**src/rtl/ambt_pkg.sv**
```systemverilog
package ambt_pkg;

  // fixed field widths of the transactions
  localparam int PRED_BITS      = 12;
  localparam int VAR_BITS       = 10;
  localparam int ELEM_BITS      = 16;
  localparam int COUNT_OUT_BITS = 7;

  // input transaction: one argument pair of an atom
  typedef struct packed {
    logic                 clear_before;
    logic                 first_of_atom;
    logic                 last_of_atom;
    logic [PRED_BITS-1:0] pattern_predicate;
    logic [PRED_BITS-1:0] ground_predicate;
    logic                 has_argument;
    logic [VAR_BITS-1:0]  variable_index;
    logic [ELEM_BITS-1:0] element_value;
  } item_t;

  // result transaction: one per finished atom
  typedef struct packed {
    logic                      matched;
    logic [COUNT_OUT_BITS-1:0] binding_count;
    logic                      table_overflow;
  } result_t;

  // one binding of the table
  typedef struct packed {
    logic [VAR_BITS-1:0]  variable;
    logic [ELEM_BITS-1:0] element;
  } entry_t;

endpackage

```
**src/rtl/atom_match_binding_table_top.sv**
```systemverilog
// Atom matcher with a variable-to-element binding table.
// Input channel: a transaction (item) is taken at a rising edge where start
// is high and busy is low. Each item carries one variable/element pair of
// an atom, with flags for the first and last pair and for clearing the table.
// Result channel: done is high for exactly one cycle with result valid; only
// items that end an atom produce a result. The receiver cannot stall, so a
// result is shown once and never held.
// Sequencing: an item without a pair, or one of an atom that already failed,
// gives its result in the cycle after acceptance and leaves busy low. An item
// with a pair searches the table from its oldest entry through the single
// registered read port of the table memory, one entry per cycle, and ends
// on a hit or with the final compare or append. Busy is high while it
// searches, and done and result are registered from its last search cycle.
// Reset (synchronous, active high) empties the table count and clears the
// failure and overflow flags; table contents need no clearing pass because
// only entries below the count are ever read.
module atom_match_binding_table_top #(
  parameter int TABLE_DEPTH = 64
) (
  input  logic              clk,
  input  logic              rst,
  input  logic              start,
  output logic              busy,
  input  ambt_pkg::item_t   item,
  output logic              done,
  output ambt_pkg::result_t result
);
  import ambt_pkg::*;

  localparam int CW = $clog2(TABLE_DEPTH + 1);
  localparam int AW = (TABLE_DEPTH > 1) ? $clog2(TABLE_DEPTH) : 1;

  typedef enum logic [1:0] {
    ST_IDLE   = 2'b01,
    ST_SEARCH = 2'b10
  } state_t;

  state_t               state, state_next;
  logic [CW-1:0]        entry_count, entry_count_next;
  logic                 atom_failed, atom_failed_next;
  logic                 overflow_seen, overflow_seen_next;
  logic [CW-1:0]        addr, addr_next;
  logic                 cmp_valid, cmp_valid_next;
  logic                 done_next;
  result_t              result_next;

  logic [VAR_BITS-1:0]  var_q;
  logic [ELEM_BITS-1:0] elem_q;
  logic                 last_q;

  logic                 we, re, finish, last_sel, hit;
  entry_t               wdata, rdata;

  ambt_table #(
    .DEPTH (TABLE_DEPTH),
    .AW    (AW)
  ) u_table (
    .clk   (clk),
    .we    (we),
    .waddr (entry_count[AW-1:0]),
    .wdata (wdata),
    .re    (re),
    .raddr (addr[AW-1:0]),
    .rdata (rdata)
  );

  assign wdata.variable = var_q;
  assign wdata.element  = elem_q;
  assign busy           = (state == ST_SEARCH);

  // shared compare of the entry just read against the item's variable
  assign hit = cmp_valid && (rdata.variable == var_q);

  // sequencer
  always_comb begin
    state_next         = state;
    entry_count_next   = entry_count;
    atom_failed_next   = atom_failed;
    overflow_seen_next = overflow_seen;
    addr_next          = addr;
    cmp_valid_next     = cmp_valid;
    we                 = 1'b0;
    re                 = 1'b0;
    finish             = 1'b0;
    last_sel           = last_q;
    unique case (state)
      ST_IDLE: begin
        last_sel = item.last_of_atom;
        if (start) begin
          if (item.clear_before) begin
            entry_count_next = '0;
          end
          if (item.first_of_atom) begin
            atom_failed_next   = (item.pattern_predicate != item.ground_predicate);
            overflow_seen_next = 1'b0;
          end
          addr_next      = '0;
          cmp_valid_next = 1'b0;
          if (item.has_argument && !atom_failed_next) begin
            state_next = ST_SEARCH;
          end else begin
            finish = 1'b1;
          end
        end
      end
      ST_SEARCH: begin
        if (hit) begin
          if (rdata.element != elem_q) begin
            atom_failed_next = 1'b1;
          end
          finish     = 1'b1;
          state_next = ST_IDLE;
        end else if (addr == entry_count) begin
          // variable unbound: append or flag overflow
          if (entry_count < CW'(TABLE_DEPTH)) begin
            we               = 1'b1;
            entry_count_next = entry_count + CW'(1);
          end else begin
            overflow_seen_next = 1'b1;
            atom_failed_next   = 1'b1;
          end
          finish     = 1'b1;
          state_next = ST_IDLE;
        end else begin
          re             = 1'b1;
          addr_next      = addr + CW'(1);
          cmp_valid_next = 1'b1;
        end
      end
      default: begin
        state_next = ST_IDLE;
      end
    endcase
  end

  // result of the item that finishes this cycle
  always_comb begin
    done_next                  = finish && last_sel;
    result_next.matched        = !atom_failed_next;
    result_next.binding_count  = COUNT_OUT_BITS'(entry_count_next);
    result_next.table_overflow = overflow_seen_next;
  end

  // control state
  always_ff @(posedge clk) begin
    if (rst) begin
      state         <= ST_IDLE;
      entry_count   <= '0;
      atom_failed   <= 1'b0;
      overflow_seen <= 1'b0;
      addr          <= '0;
      cmp_valid     <= 1'b0;
      done          <= 1'b0;
    end else begin
      state         <= state_next;
      entry_count   <= entry_count_next;
      atom_failed   <= atom_failed_next;
      overflow_seen <= overflow_seen_next;
      addr          <= addr_next;
      cmp_valid     <= cmp_valid_next;
      done          <= done_next;
    end
  end

  // payload registers
  always_ff @(posedge clk) begin
    result <= result_next;
    if (start && !busy) begin
      var_q  <= item.variable_index;
      elem_q <= item.element_value;
      last_q <= item.last_of_atom;
    end
  end

endmodule

```
**src/rtl/ambt_table.sv**
```systemverilog
module ambt_table #(
  parameter int DEPTH = 64,
  parameter int AW    = 6
) (
  input  logic            clk,
  input  logic            we,
  input  logic [AW-1:0]   waddr,
  input  ambt_pkg::entry_t wdata,
  input  logic            re,
  input  logic [AW-1:0]   raddr,
  output ambt_pkg::entry_t rdata
);
  import ambt_pkg::*;

  entry_t mem [DEPTH];

  // single write port
  always_ff @(posedge clk) begin
    if (we) begin
      mem[waddr] <= wdata;
    end
  end

  // registered read port
  always_ff @(posedge clk) begin
    if (re) begin
      rdata <= mem[raddr];
    end
  end

endmodule

```
**config.mk**
```make
export PLATFORM = sky130hd
export DESIGN_NAME = atom_match_binding_table_top
export DESIGN_NICKNAME = d
export VERILOG_FILES = /design/src/rtl/ambt_pkg.sv /design/src/rtl/atom_match_binding_table_top.sv /design/src/rtl/ambt_table.sv
export SDC_FILE = /design/constraint.sdc
export NUM_CORES = 2
export LEC_CHECK = 0
export BUFFER_PORTS_ARGS = -buffer_cell sky130_fd_sc_hd__buf_4
export CAP_MARGIN = 20
export CORE_MARGIN = 2
export CORE_UTILIZATION = 40
export DETAILED_ROUTE_END_ITERATION = 7
export PLACE_DENSITY = 0.61
export SYNTH_ARGS = -nofsm -noshare
export SYNTH_HDL_FRONTEND = slang
export SYNTH_SLANG_ARGS = --single-unit
```
**constraint.sdc**
```tcl
create_clock -name clk -period 7.9 [get_ports clk]
set_input_delay 0 -clock clk [delete_from_list [all_inputs] [get_ports clk]]
set_output_delay 0 -clock clk [all_outputs]
set_load 0.02 [all_outputs]
```
### Word level (Yosys, flattened, before mapping)

Memory sizes are Yosys's and may differ from the RTL's. A register that Yosys moved wholly into a read port is not among the register bits.
Index checks and enable logic that the tools add are counted.

| word-level totals | value |
|---|---|
| RAM bits | 1,664 |
| bits in latches | 0 |
| output and inout bits | 11 |
| word-level logic and storage cells | 87 |
| memories | 1 |
| bits in registers | 56 |
| bits in read-only memories | 0 |

| cells by class | value |
|---|---|
| reductions and logical operators | 10 |
| multiplexer cells | 49 |
| add/sub/neg operators | 2 |
| order comparisons | 1 |
| multiply operators | 0 |
| equal/unequal tests | 11 |
| bitwise logic cells | 0 |
| shift operators | 0 |
| divide/modulo/power cells | 0 |

Memory list:

| memory | words | bits a word | read ports | clocked after memory_dff | write ports | line | text |
|---|---|---|---|---|---|---|---|
| u_table.mem | 64 | 26 | 1 | 1 | 1 | ambt_table.sv:15 | `entry_t mem [DEPTH];` |

Operators with widths:

| cell | number |
|---|---|
| 7-bit two-way mux | 8 |
| 1-bit two-way mux | 30 |
| 7-bit one-hot mux with 2 select lines | 2 |
| 16-bit != test | 1 |
| 7-bit by 1-bit adder with 7-bit output (second input constant) | 2 |
| 12-bit != test | 1 |
| 10-bit equality test | 1 |
| 2-bit two-way mux | 4 |
| 2-bit != test (second input constant) | 4 |
| 1-bit one-hot mux with 2 select lines | 4 |
| 7-bit equality test | 1 |
| 7-bit < comparator (second input constant) | 1 |
| 1-bit logical AND | 4 |
| 2-bit one-hot mux with 2 select lines | 1 |
| 4-bit AND reduction | 1 |
| 1-bit zero test | 3 |
| 3-bit by 1-bit != test with 1-bit output (second input constant) | 1 |
| 3-bit AND reduction | 1 |
| 2-bit by 1-bit equality test with 1-bit output (second input constant) | 1 |
| 2-bit equality test (second input constant) | 1 |
| 2-bit nonzero test | 1 |

### Logic depth before layout (Yosys ltp)

| logic depth | value |
|---|---|
| depth in word-level cells | 10 |
| gate-level depth with buffers | 8 |
| depth with buffers taken out | 7 |

### By module

Synthesis repeated with hierarchy kept, for this count alone.

| second synthesis, totals | value |
|---|---|
| cell total of the unflattened synthesis | 3,101 |
| area total of the unflattened synthesis | 67,227.0 um2 |

By module, submodules not included:

| module | times used | cells an instance | sequential area each (um2) | area each (um2) |
|---|---|---|---|---|
| ambt_table | 1 | 2,841 | 50,748.7 | 64,443.1 |
| atom_match_binding_table_top | 1 | 260 | 1,391.3 | 2,783.9 |

### Worst setup path before layout

OpenSTA, ideal clock, no wires.

| timing | value |
|---|---|
| path type | reg2reg |
| start point | reg var_q[5] |
| end point | mem u_table.mem[13][0] (netlist name) (enable) |
| cell stages (with the launch flop) | 8 |
| required time | 7.425 ns |
| data arrival time | 4.847 ns |
| slack | 2.578 ns |
| path buffers | 2 |
| setup time | 0.475 ns |
| path through | edfxtp_1 xor2_1 nand2b_1 or4_1 clkbuf_1 nand4b_4 buf_6 nor4_1 |

| between the ends | value |
|---|---|
| longest elaborated chain between the ends | 6 |

RTL lines:

| element | line | text |
|---|---|---|
| start, declared | atom_match_binding_table_top.sv:47 | `logic [VAR_BITS-1:0] var_q;` |
| start signal, assigned | atom_match_binding_table_top.sv:169 | `var_q <= item.variable_index;` |
| 10-bit equality test | atom_match_binding_table_top.sv:72 | `assign hit = cmp_valid && (rdata.variable == var_q);` |
| 1-bit logical AND | atom_match_binding_table_top.sv:72 |  |
| 1-bit two-way mux | atom_match_binding_table_top.sv:107 | `if (hit) begin` |
| 1-bit two-way mux | atom_match_binding_table_top.sv:86 | `unique case (state)` |
| 1-bit two-way mux | ambt_table.sv:19 | `if (we) begin` |
| 1-bit two-way mux (not written as such) | ambt_table.sv:20 | `mem[waddr] <= wdata;` |
| end, declared | ambt_table.sv:15 |  |

No other way between the ends.

### Final worst setup path

| timing | value |
|---|---|
| start point | reg entry_count[5] |
| end point | mem u_table.mem[59][10] (netlist name) (enable) |

| between the ends | value |
|---|---|
| longest elaborated chain between the ends | 7 |
| elaborated cells between the ends (all ways) | 8 |
| those cells by class | order compare: 1; eq/ne: 1; mux: 6 |

RTL lines:

| element | line | text |
|---|---|---|
| start, declared | atom_match_binding_table_top.sv:39 | `logic [CW-1:0] entry_count, entry_count_next;` |
| start signal, assigned | atom_match_binding_table_top.sv:156 | `entry_count <= entry_count_next;` |
| 7-bit < comparator | atom_match_binding_table_top.sv:115 | `if (entry_count < CW'(TABLE_DEPTH)) begin` |
| 1-bit two-way mux | atom_match_binding_table_top.sv:115 |  |
| 1-bit two-way mux | atom_match_binding_table_top.sv:113 | `end else if (addr == entry_count) begin` |
| 1-bit two-way mux | atom_match_binding_table_top.sv:107 |  |
| 1-bit two-way mux | atom_match_binding_table_top.sv:86 |  |
| 1-bit two-way mux | ambt_table.sv:19 |  |
| 1-bit two-way mux (not written as such) | ambt_table.sv:20 |  |

Several ways; a longest one is shown, not always the timed one.

==> impl_metrics.yaml <==
clock_network:
  cts_resized: 0
  cts_root_buf: "clkbuf_16"
  clockBufferDepth: 3
  cts_tree: "yes"
  ctsHtreeMaxLevel: 4
  clk_latency_ns: 0.82
  cts.hold.buffers_added: 67
  clock_sink_count: 1746
  cts_buffers: 172
  post_cts_buffers: 0
  cts.clk_slew.worst_paths_ns: 0.06
synth:
  synth_async_sr_flop_share_pct: 0
  synth-simple-area-share_pct: 2.153
  synth_compound_area_share_pct: 1.844
  postSynthRegisterBits: 1746
  syn-num-nets: 3061
  avgSynthCellArea_sq_um: 22.51
  synth_edf_count: 1717
  synth_top_family_by_area: "multiplexers"
  syn_inst: 3000
  synthMuxAreaShare_pct: 16.78
  ys.flop_type: "edfxtp_1"
  synth_xor_area_share_pct: 0.5837
  synth_fa_ha_area_share_pct: 0.07412
  synth_area_sq_um: 67520
  synth_seq_area_share_pct: 77.22
  yosysWarningCount: 0
  yosysUniqueCellTypes: 62
floorplan:
  pin_count: 68
  rows: 150
  fp.dieW_um: 414.9
  start_util_pct: 40.33
  die_h_um: 414.9
  die-area_sq_um: 172100
  coreArea_sq_um: 167400
sta:
  max_freq_ghz: 0.2078
  relSlewSlack_pct: 16.00
  rsz0062_at_grt: "false"
  tightest_slew_ns: 1.260
  hold_viol: 0
  fin_crit_ns: 4.812
  post-route-period-util_pct: 60.91
  fin_setup_tns_ns: 0
  slew_viol_final: 0
  setup_viol: 0
  finClkSkew_ns: 0.02824
power_and_ir_drop:
  ir_drop_mv: 0.2405
  power.density_nw_per_um2: 241.0
  p_sw_share_pct: 20.41
  clockPowerShare_pct: 43.1
  p_int_uw: 14890
  power_frac_seq_pct: 54.6
  power_frac_comb_pct: 2.2
  p_leak_uw: 0.02348
  p_sw_uw: 3820
placed_design:
  port_buffers: 67
  gp_congestion: 0.9017
  dpl_cell_area_sq_um: 71410
  dp_hpwl_mm: 94.34
  dp_cells: 5224
worst_setup_path:
  required_ns: 8.32
  path_class: "reg -> reg"
  cp_cell_sequence: "xnor2_1 > and4_1 > and2_1 > nand4_1 > nor2_4"
  critical_path_arrival_ns: 5.23
  cpMaxStageDelayCell: "nor2_4"
  crit_buf_inv: 0
  startpoint_type: "register"
  worstPathMaxFanout: 36
  critPathTopFamily: "simple AND/OR/NAND/NOR gates"
  max_stage_delay_ns: 1.11
  cp_num_cells: 5
  end_kind: "register"
  ff2ff_path_depth: 5
drt:
  drt-initial-drc-count: 3589
  drt-pass1-iter-count: 8
  viasPerCell: 5.776
  wl_per_cell_um: 30.24
  wl_mm: 169.5
  postRouteAntennaNets: 0
  vias: 32372
  drc: 0
grt:
  track_usage_pct: 19.56
  grt_antenna_before_repair: 16
  use_met3_pct: 4.001
  grt_pass1_wl_mm: 240.7
  grt_max_degree: 113
  first_global_vias: 32350
  overflow: 0
  grtUsageMet2_pct: 32.06
  grt_busiest_layer: "met2"
  grt.met1_usage_pct: 26.17
finish:
  final_common_cell: "edfxtp_1"
  regArea_sq_um: 52150
  nets: 3322
  multiInputGateArea_sq_um: 14890
  fin_area_sq_um: 77660
  drive_gt1_share_pct: 27.57
  final_cell_mix: "edfxtp_1, mux4_2, mux2i_1"
  synthToLayoutAreaGrowth_pct: 15.01
  instances_no_fill: 5605
  num-fill-cells: 13661
hold_path:
  worstHoldPathType: "in -> reg"
  min_path_cells: 3
outcome:
  outcome: "finished, final reports clean"
flow_run:
  drv_cap: 0
[metal layers]
layer | share of wire [%] | wire (um)
met2 | 49 | 83890
met4 | 3.0 | 5068
met1 | 40 | 68490
met5 | 0.016 | 27
met3 | 7.1 | 12040
[final timing paths]
| kind | from | endpoint | slack, ns |
|---|---|---|---|
| max | entry_count[5]$_SDFF_PP0_ | u_table.mem[59][10]$_DFFE_PP_ | 3.09 |
| min | rst | addr[0]$_SDFFE_PP0P_ | 0.15 |
| max reg2reg | entry_count[5]$_SDFF_PP0_ | u_table.mem[59][10]$_DFFE_PP_ | 3.09 |
| min reg2reg | addr[6]$_SDFFE_PP0P_ | addr[6]$_SDFFE_PP0P_ | 0.55 |
[synth_stat cells (all sizes together), types with 2 or more instances]
| library cell | instances | share of area [%] |
|---|---|---|
| edfxtp | 1717 | 76 |
| mux4 | 416 | 14 |
| mux2i | 196 | 2.9 |
| buf | 119 | 0.95 |
| a22oi | 97 | 1.1 |
| clkbuf | 58 | 0.32 |
| nor4 | 45 | 0.51 |
| nor3 | 40 | 0.30 |
| xor2 | 32 | 0.42 |
| nand2 | 31 | 0.17 |
| dfxtp | 29 | 0.86 |
| and4 | 27 | 0.35 |
| nor2 | 27 | 0.15 |
| nand3 | 17 | 0.13 |
| a21oi | 13 | 0.096 |
| xnor2 | 13 | 0.17 |
| nand4 | 12 | 0.13 |
| inv | 11 | 0.061 |
| o21ai | 9 | 0.067 |
| a31oi | 7 | 0.065 |
| nand2b | 6 | 0.056 |
| o221ai | 6 | 0.078 |
| o22ai | 6 | 0.056 |
| or4 | 5 | 0.056 |
| and3 | 4 | 0.037 |
| ha | 4 | 0.074 |
| nor2b | 4 | 0.037 |
| o311ai | 4 | 0.063 |
| o31ai | 4 | 0.044 |
| a211oi | 3 | 0.033 |
| a41oi | 3 | 0.039 |
| and2 | 3 | 0.028 |
| nand3b | 3 | 0.033 |
| nand4b | 3 | 0.083 |
| o211ai | 3 | 0.033 |
| a311o | 2 | 0.030 |
| a31o | 2 | 0.026 |
| a41o | 2 | 0.030 |
| clkinv | 2 | 0.011 |
| or2 | 2 | 0.019 |
| or3b | 2 | 0.026 |
[area by class of cell]
cell class                      instances  share of cell area, %
Inverter                               13                0.06445
Sequential cell                      1746                  67.16
Timing Repair Buffer                  264                  2.865
Antenna cell                            6                0.01933
Multi-Input combinational cell       1064                  19.18
Clock inverter                         93                  1.334
Clock buffer                          215                  5.831
Tap cell                             2204                  3.551
[power groups by stage]
stage | Combinational [uW] | Clock, uW | Sequential, uW
CTS | 421 | 8200 | 10200
detailed placement | 394 | 0 | 10400
finish | 421 | 8070 | 10200
global placement | 384 | 0 | 10400
global route | 446 | 8560 | 10200
floorplan | 96.4 | 0 | 10500
[through the flow]
step,setup slack [ns],total power [uW],hold WS (ns),util (%)
floorplan,2.578,10600,0.09887,-
global placement,3.281,10800,0.1788,42.65
detailed placement,3.175,10810,0.1795,42.65
CTS,3.141,18840,0.06933,46.38
global route,2.921,19220,0.1377,46.38
finish,3.088,18710,0.1480,46.39
[logic make-up (layout without fill, tap and decap cells)]
group | Yosys count | after routing
AND/OR/NAND/NOR | 234 | 234
multiplexers | 612 | 612
flip-flops | 1746 | 1746
AO/OA/AOI/OAI | 169 | 169
buffers and inverters | 190 | 585
XOR/XNOR | 45 | 45
adder cells (fa/ha/maj) | 4 | 4
other | 0 | 6
[flip-flops by register name, indices dropped and copies added, names as in the netlist]
| name | flops |
|---|---|
| cmp_valid | 1 |
| atom_failed | 1 |
| u_table.mem | 1664 |
| elem_q | 16 |
| overflow_seen | 1 |
| result | 9 |
| addr | 7 |
| var_q | 10 |
| entry_count | 7 |
| done | 1 |
| state | 2 |
| last_q | 1 |
| u_table.rdata | 26 |
[worst min-delay path: stages]
cell           delay (ns)
dlygate4sd3_1        0.54
buf_4                0.29
a31oi_1              0.06
Note: power is estimated with default switching activity, not from simulation.
